==> config.mk <==
export PLATFORM = sky130hd
export DESIGN_NAME = segment_height_lookup_top
export DESIGN_NICKNAME = d
export VERILOG_FILES = /design/src/hdl/shl_pkg.sv /design/src/hdl/shl_cell.sv /design/src/hdl/shl_div.sv /design/src/hdl/segment_height_lookup_top.sv
export SDC_FILE = /design/constraint.sdc
export NUM_CORES = 2
export LEC_CHECK = 0
export BUFFER_PORTS_ARGS = -buffer_cell sky130_fd_sc_hd__buf_2
export CAP_MARGIN = 10
export CELL_PAD_IN_SITES_DETAIL_PLACEMENT = 1
export CELL_PAD_IN_SITES_GLOBAL_PLACEMENT = 2
export CORE_UTILIZATION = 35
export CTS_BUF_LIST = sky130_fd_sc_hd__clkbuf_4 sky130_fd_sc_hd__clkbuf_8
export CTS_CLUSTER_DIAMETER = 100
export DETAILED_ROUTE_END_ITERATION = 10
export GPL_TIMING_DRIVEN = 0
export PLACE_DENSITY_LB_ADDON = 0.1
export SLEW_MARGIN = 10
export SYNTH_ARGS = -nofsm -noshare
export SYNTH_HDL_FRONTEND = slang
export SYNTH_SLANG_ARGS = --single-unit
==> constraint.sdc <==
create_clock -name i_clk -period 168.6 [get_ports i_clk]
set_clock_uncertainty 0.2 [all_clocks]
set_input_delay 33.72 -clock i_clk [delete_from_list [all_inputs] [get_ports i_clk]]
set_output_delay 33.72 -clock i_clk [all_outputs]
set_load 0.05 [all_outputs]
==> src/hdl/shl_pkg.sv <==
// Shared types and codes for the segment height lookup.
`default_nettype none
package shl_pkg;
    localparam int CoordW  = 16;
    localparam int HeightW = 24;

    localparam logic [1:0] ACT_ADD   = 2'd0;
    localparam logic [1:0] ACT_QUERY = 2'd1;
    localparam logic [1:0] ACT_CLEAR = 2'd2;
    localparam logic [1:0] ACT_SPARE = 2'd3;

    localparam logic [1:0] ST_OK       = 2'd0;
    localparam logic [1:0] ST_NO_MATCH = 2'd1;
    localparam logic [1:0] ST_VERTICAL = 2'd2;
    localparam logic [1:0] ST_FULL     = 2'd3;

    typedef struct packed {
        logic signed [CoordW-1:0] lx;
        logic signed [CoordW-1:0] ly;
        logic signed [CoordW-1:0] rx;
        logic signed [CoordW-1:0] ry;
    } t_seg;
endpackage
`default_nettype wire

==> src/hdl/shl_cell.sv <==
// One storage cell of the segment chain: holds a segment and shifts it on.
`default_nettype none
module shl_cell (
    input  wire logic          i_clk,
    input  wire logic          i_shift,
    input  wire shl_pkg::t_seg i_seg,
    output shl_pkg::t_seg      o_seg
);
    import shl_pkg::*;
    t_seg r_seg;

    // Hold unless the chain rotates or loads.
    always_ff @(posedge i_clk) begin
        if (i_shift) begin
            r_seg <= i_seg;
        end
    end
    assign o_seg = r_seg;
endmodule
`default_nettype wire

==> src/hdl/shl_div.sv <==
// Restoring divider: 41-bit unsigned numerator by 17-bit divisor, one bit a cycle.
`default_nettype none
module shl_div (
    input  wire logic        i_clk,
    input  wire logic        i_rst_n,
    input  wire logic        i_start,
    input  wire logic [40:0] i_num,
    input  wire logic [16:0] i_den,
    output logic             o_done,
    output logic [40:0]      o_quo
);
    logic [40:0] r_quo;
    logic [17:0] r_rem;
    logic [16:0] r_den;
    logic [5:0]  r_cnt;
    logic        r_run;
    logic [17:0] n_trial;
    logic [17:0] n_sub;

    always_comb begin
        n_trial = {r_rem[16:0], r_quo[40]};
        n_sub   = n_trial - {1'b0, r_den};
    end

    always_ff @(posedge i_clk) begin
        if (!i_rst_n) begin
            r_run  <= 1'b0;
            o_done <= 1'b0;
        end else begin
            o_done <= !i_start && r_run && (r_cnt == 6'd40);
            if (i_start) begin
                r_run <= 1'b1;
                r_cnt <= 6'd0;
                r_quo <= i_num;
                r_rem <= 18'd0;
                r_den <= i_den;
            end else if (r_run) begin
                if (!n_sub[17]) begin
                    r_rem <= n_sub;
                    r_quo <= {r_quo[39:0], 1'b1};
                end else begin
                    r_rem <= n_trial;
                    r_quo <= {r_quo[39:0], 1'b0};
                end
                r_cnt <= r_cnt + 6'd1;
                if (r_cnt == 6'd40) begin
                    r_run <= 1'b0;
                end
            end
        end
    end
    assign o_quo = r_quo;
endmodule
`default_nettype wire

==> src/hdl/segment_height_lookup_top.sv <==
// Top level of the segment height lookup: cell chain, scan control and divider.
// Add: add step, done state, strobe; clear, full add and spare code go to done.
// Query: scan of every cell, prep, divider load, divide, done, strobe (no match or
// vertical: scan, prep, done). One item at a time; the next transfer is accepted
// while the strobe is high, and the receiver cannot stall. Synchronous reset
// empties the table and idles control; cells, status, found and height are kept.
`default_nettype none
module segment_height_lookup_top #(
    parameter int MAX_SEGMENTS = 64
) (
    input  wire logic                i_clk,
    input  wire logic                i_rst_n,
    input  wire logic                start,
    output logic                     busy,
    input  wire logic [1:0]          i_action,
    input  wire logic signed [15:0]  i_left_x,
    input  wire logic signed [15:0]  i_left_y,
    input  wire logic signed [15:0]  i_right_x,
    input  wire logic signed [15:0]  i_right_y,
    input  wire logic signed [15:0]  i_query_x,
    output logic                     o_strobe,
    output logic                     o_found,
    output logic signed [23:0]       o_height,
    output logic [1:0]               o_status
);
    import shl_pkg::*;

    localparam int CntW = $clog2(MAX_SEGMENTS + 1);
    localparam int IdxW = $clog2(MAX_SEGMENTS);

    localparam logic [2:0] S_IDLE = 3'd0;
    localparam logic [2:0] S_ADD  = 3'd1;
    localparam logic [2:0] S_SCAN = 3'd2;
    localparam logic [2:0] S_PREP = 3'd3;
    localparam logic [2:0] S_DIV  = 3'd4;
    localparam logic [2:0] S_DONE = 3'd5;

    logic [2:0]        r_state;
    logic [CntW-1:0]   r_count;
    logic [IdxW-1:0]   r_pos;
    logic              r_hit;
    t_seg              r_pick;
    t_seg              r_new;
    logic signed [15:0] r_qx;
    logic              r_neg;
    logic              r_div_go;
    logic [40:0]       r_num;
    logic [16:0]       r_den;

    // The chain: cell 0 is fed either the new segment (add) or the tail (rotate).
    t_seg w_seg [MAX_SEGMENTS];
    logic w_shift;
    t_seg w_head;

    assign w_head  = (r_state == S_ADD) ? r_new : w_seg[MAX_SEGMENTS-1];
    assign w_shift = (r_state == S_ADD) || (r_state == S_SCAN);

    genvar g;
    generate
        for (g = 0; g < MAX_SEGMENTS; g++) begin : g_cell
            shl_cell u_cell (
                .i_clk  (i_clk),
                .i_shift(w_shift),
                .i_seg  ((g == 0) ? w_head : w_seg[(g == 0) ? 0 : g-1]),
                .o_seg  (w_seg[g])
            );
        end
    endgenerate

    // Newest segment lives at cell 0, segment k back lives at cell k. During a
    // full rotation the tail shows cells in order oldest first at positions
    // counting down, so the last covering one seen is the newest.
    t_seg w_tail;
    logic [CntW-1:0] w_age;
    logic w_valid, w_cover;
    assign w_tail  = w_seg[MAX_SEGMENTS-1];
    // Tail at step p holds the segment that was at cell MAX_SEGMENTS-1-p.
    assign w_age   = CntW'(MAX_SEGMENTS - 1) - CntW'(r_pos);
    assign w_valid = w_age < r_count;
    assign w_cover = ($signed(w_tail.lx) <= r_qx) && ($signed(w_tail.rx) >= r_qx);

    logic        w_div_done;
    logic [40:0] w_quo;
    shl_div u_div (
        .i_clk  (i_clk),
        .i_rst_n(i_rst_n),
        .i_start(r_div_go),
        .i_num  (r_num),
        .i_den  (r_den),
        .o_done (w_div_done),
        .o_quo  (w_quo)
    );

    // Slope terms of the chosen segment.
    logic signed [16:0] w_w, w_d, w_dy;
    logic signed [33:0] w_prod;
    logic [33:0]        w_mag;
    assign w_w    = 17'(r_pick.rx) - 17'(r_pick.lx);
    assign w_d    = 17'(r_qx) - 17'(r_pick.lx);
    assign w_dy   = 17'(r_pick.ry) - 17'(r_pick.ly);
    assign w_prod = w_dy * w_d;
    assign w_mag  = w_prod[33] ? 34'(-w_prod) : 34'(w_prod);

    logic signed [23:0] w_q24;
    assign w_q24 = r_neg ? -$signed(w_quo[23:0]) : $signed(w_quo[23:0]);

    assign busy = (r_state != S_IDLE);

    always_ff @(posedge i_clk) begin
        if (!i_rst_n) begin
            r_state  <= S_IDLE;
            r_count  <= '0;
            r_div_go <= 1'b0;
            o_strobe <= 1'b0;
        end else begin
            // Strobe the result as the done state hands back to idle.
            o_strobe <= (r_state == S_DONE);
            // Kick the divider when the prep step finds a usable segment.
            r_div_go <= (r_state == S_PREP) && r_hit && (w_w != 17'sd0);
            unique case (r_state)
                S_IDLE: begin
                    if (start) begin
                        o_found  <= 1'b0;
                        o_height <= '0;
                        o_status <= ((i_action == ACT_ADD) &&
                                     (r_count >= CntW'(MAX_SEGMENTS))) ? ST_FULL : ST_OK;
                        r_new    <= '{i_left_x, i_left_y, i_right_x, i_right_y};
                        r_qx     <= i_query_x;
                        r_pos    <= '0;
                        r_hit    <= 1'b0;
                        priority if (i_action == ACT_ADD) begin
                            if (r_count >= CntW'(MAX_SEGMENTS)) begin
                                r_state <= S_DONE;
                            end else begin
                                r_state <= S_ADD;
                            end
                        end else if (i_action == ACT_QUERY) begin
                            r_state <= S_SCAN;
                        end else if (i_action == ACT_CLEAR) begin
                            r_count <= '0;
                            r_state <= S_DONE;
                        end else begin
                            r_state <= S_DONE;
                        end
                    end
                end
                S_ADD: begin
                    r_count <= r_count + CntW'(1);
                    r_state <= S_DONE;
                end
                S_SCAN: begin
                    if (w_valid && w_cover) begin
                        r_hit  <= 1'b1;
                        r_pick <= w_tail;
                    end
                    r_pos <= r_pos + IdxW'(1);
                    if (r_pos == IdxW'(MAX_SEGMENTS - 1)) begin
                        r_state <= S_PREP;
                    end
                end
                S_PREP: begin
                    if (!r_hit) begin
                        o_status <= ST_NO_MATCH;
                        r_state  <= S_DONE;
                    end else if (w_w == 17'sd0) begin
                        o_status <= ST_VERTICAL;
                        r_state  <= S_DONE;
                    end else begin
                        r_num    <= {w_mag[32:0], 8'd0};
                        r_den    <= w_w;
                        r_neg    <= w_prod[33];
                        r_state  <= S_DIV;
                    end
                end
                S_DIV: begin
                    if (w_div_done) begin
                        o_found  <= 1'b1;
                        o_height <= {r_pick.ly, 8'd0} + w_q24;
                        r_state  <= S_DONE;
                    end
                end
                S_DONE: begin
                    r_state <= S_IDLE;
                end
                default: begin
                    r_state <= S_IDLE;
                end
            endcase
        end
    end
endmodule
`default_nettype wire
==> impl_metrics.env <==
export IMPL_syn_area_per_cell_um2=21.8
export IMPL_h_tree_depth=6
export IMPL_syn_area_mm2=0.152
export IMPL_worst_pin_slew_ns=1.24
export IMPL_drive_above_1_share_pct=17.1
export IMPL_cts_root_buf="clkbuf_8"
export IMPL_clock_sinks=4420
export IMPL_first_global_vias=67600
export IMPL_fin_cells=14200
export IMPL_maxCapViolCount=0
export IMPL_synthesis_nets=7570
export IMPL_path_max_fanout=10
export IMPL_synth_distinct_cells=82
export IMPL_yosysSeqAreaShare_pct=87.3
export IMPL_relSlewSlack_pct=16.7
export IMPL_grt_max_degree=73
export IMPL_reg2reg_to="r_num[23]"
export IMPL_synth_edff_count=4406
export IMPL_post_route_min_period_ns=36.24
export IMPL_grt_pass1_wl_mm=430
export IMPL_cts_tree="yes"
export IMPL_cpPeakStageDelay_ns=0.40
export IMPL_cp_end_kind="output pin"
export IMPL_yosysWarnings=0
export IMPL_antenna_found_initial=15
export IMPL_dr_pass1_iters=5
export IMPL_crit_path_cell_trace="clkbuf_1 -> or3_1 -> buf_2"
export IMPL_critPathLaunchType="register"
export IMPL_die_w_um=661
export IMPL_cts_setup_buffers=0
export IMPL_area_growth_syn_to_layout_pct=16.0
export IMPL_reg2reg_depth=35
export IMPL_die_area_mm2=0.436
export IMPL_final_setup_worst_slack_ns=132.36
export IMPL_post_cts_resized=0
export IMPL_final_hold_violation_count=0
export IMPL_start_util_pct=35.2
export IMPL_num_vias=62600
export IMPL_die_height_um=661
export IMPL_gp_congestion=0.790
export IMPL_rows=241
export IMPL_ant_nets=0
export IMPL_final_nets=8516
export IMPL_clkLatencyLatePin_ns=1.17
export IMPL_pre_cts_slack_ns=131.40
export IMPL_boundaryPins=114
export IMPL_routed_via_density=4.41
export IMPL_fmax_mhz=27.6
export IMPL_period_share_pct=21.5
export IMPL_async_flop_share_pct=0
export IMPL_routedWlPerCell_um=19.5
export IMPL_path_class="register to output pin"
export IMPL_startpoint="r_state[0]"
export IMPL_drt_iter0_drc=4225
export IMPL_wirelength_mm=277
export IMPL_hold_buffers=0
export IMPL_crit_arrival_ns=2.32
export IMPL_setup_tns_final_ns=0
export IMPL_reg2reg_slack_ns=156.52
export IMPL_grtUsageTotal_pct=12.8
export IMPL_min_path_type="register to register"
export IMPL_path_clk_slew_ns=0.06
export IMPL_dp_cells=12900
export IMPL_regToRegStartpoint="r_qx[0]"
export IMPL_port_buffers=112
export IMPL_status="completed"
export IMPL_clk_path_buf_depth=4
export IMPL_numCtsBuffers=727
export IMPL_ys_ff_latch=4420
export IMPL_drv_slew=0
export IMPL_syn_inst=6976
export IMPL_core_area_mm2=0.432
export IMPL_rsz0062_at_grt="no"
export IMPL_min_path_cells=0
export IMPL_critical_path_slowest_cell="or3_1"
export IMPL_overflow=0
export IMPL_hpwlAfterDp_mm=171
export IMPL_setup_viol=0
export IMPL_synth_top_flop_cell="edfxtp_1"
export IMPL_cp_required_ns=134.68
export IMPL_endpoint="busy"
export IMPL_drc_errors=0
==> per-stage QoR <==
| step | utilization [%] | hold slack, ns | cell area (um^2) |
|---|---|---|---|
| after floorplan | - | 0.200 | 152000 |
| after global placement | 37.0 | 0.200 | 160000 |
| after detailed placement | 37.6 | 0.205 | 162000 |
| after CTS | 40.8 | 0.164 | 176000 |
| after global routing | 40.8 | 0.185 | 176000 |
| final | 40.8 | 0.174 | 176000 |
==> worst max-delay path, delay by kind of cell, from the launching register on <==
family | cells | cell delay (ns)
buffers and inverters | 2 | 0.43
and+or+nand+nor | 1 | 0.40
DFF | 1 | 0.29
==> worst min-delay path by stage <==
stage                                     start                          end
floorplan             g_cell[9].u_cell.o_seg[0]   g_cell[10].u_cell.o_seg[0]
global placement     g_cell[0].u_cell.o_seg[41]   g_cell[1].u_cell.o_seg[41]
detailed placement  g_cell[24].u_cell.o_seg[53]  g_cell[25].u_cell.o_seg[53]
CTS                  g_cell[6].u_cell.o_seg[19]   g_cell[7].u_cell.o_seg[19]
global route        g_cell[34].u_cell.o_seg[35]  g_cell[35].u_cell.o_seg[35]
finish               g_cell[6].u_cell.o_seg[19]   g_cell[7].u_cell.o_seg[19]
==> sequential cells by signal, indices dropped and copies added (netlist names), 6 cells and up <==
name and flops:
r_pick 64, u_div.r_cnt 6, u_div.o_quo 41, u_div.r_den 17, r_pos 6, g_cell.u_cell.o_seg 4096
r_den 17, o_height 24, u_div.r_rem 17, r_count 7, r_new 64, r_num 33
r_qx 16
==> placed cells by master (no fill, tap or decap), types with 58 or more instances in the layout <==
cell type	instances
a21oi_1	74
buf_16	61
buf_2	117
clkbuf_1	58
clkbuf_4	242
clkbuf_8	730
clkinv_1	174
clkinv_2	67
edfxtp_1	4406
fa_1	301
ha_1	208
inv_1	468
nand2_1	409
nor2_1	238
o21ai_0	74
xnor2_1	99
==> Yosys cell counts (9+ instances only) <==
| cell | count | area, um^2 |
|---|---|---|
| edfxtp_1 | 4406 | 132000 |
| inv_1 | 469 | 1760 |
| nand2_1 | 410 | 1540 |
| fa_1 | 301 | 6030 |
| nor2_1 | 240 | 901 |
| ha_1 | 208 | 2600 |
| xnor2_1 | 116 | 1020 |
| a21oi_1 | 76 | 380 |
| o21ai_0 | 74 | 370 |
| clkbuf_1 | 60 | 225 |
| nor2b_1 | 48 | 300 |
| nor3_1 | 39 | 195 |
| nand2b_1 | 38 | 238 |
| xor2_1 | 37 | 324 |
| nand3_1 | 34 | 170 |
| mux2_2 | 33 | 372 |
| o21a_1 | 29 | 218 |
| a21o_1 | 28 | 210 |
| or3_1 | 25 | 156 |
| and2_1 | 23 | 144 |
| o31ai_1 | 21 | 158 |
| a211oi_1 | 17 | 128 |
| or2_2 | 16 | 100 |
| nand4_1 | 15 | 93.8 |
| and3_1 | 14 | 87.6 |
| dfxtp_1 | 14 | 280 |
| mux2i_1 | 12 | 120 |
| a21boi_0 | 11 | 82.6 |
| nor4_1 | 11 | 68.8 |
| a31oi_1 | 10 | 62.6 |
| o41ai_1 | 9 | 78.8 |
==> final cells by class <==
class	count	area, um^2
well taps	5710	7140
clock buffers	972	11900
plain buffers	73	287
fillers	40600	255000
clock inverters	314	2120
diodes	5	12.5
inverters	471	1770
repair buffers	217	2850
multi-input cells	2012	17400
flip-flops and latches	4420	133000
==> kinds of logic after synthesis <==
kind of cell,share of synthesized area (%)
simple gates,2.83
flops,87.3
mux,0.324
compound gates,1.62
buf+inv,1.35
xor+xnor,0.882
fa+ha+maj,5.68
==> layer usage <==
layer / wire (um) / global-route usage, % / vias up
li1: - / - / 28400
met1: 133000 / 18.6 / 32600
met2: 126000 / 19.4 / 974
met3: 9800 / 2.31 / 527
met4: 7870 / 4.51 / 0
met5: 0 / 0 / -
Power is left out: the tool's default activity adds up to more than one toggle a clock period on the data nets, which glitch-free logic cannot reach.
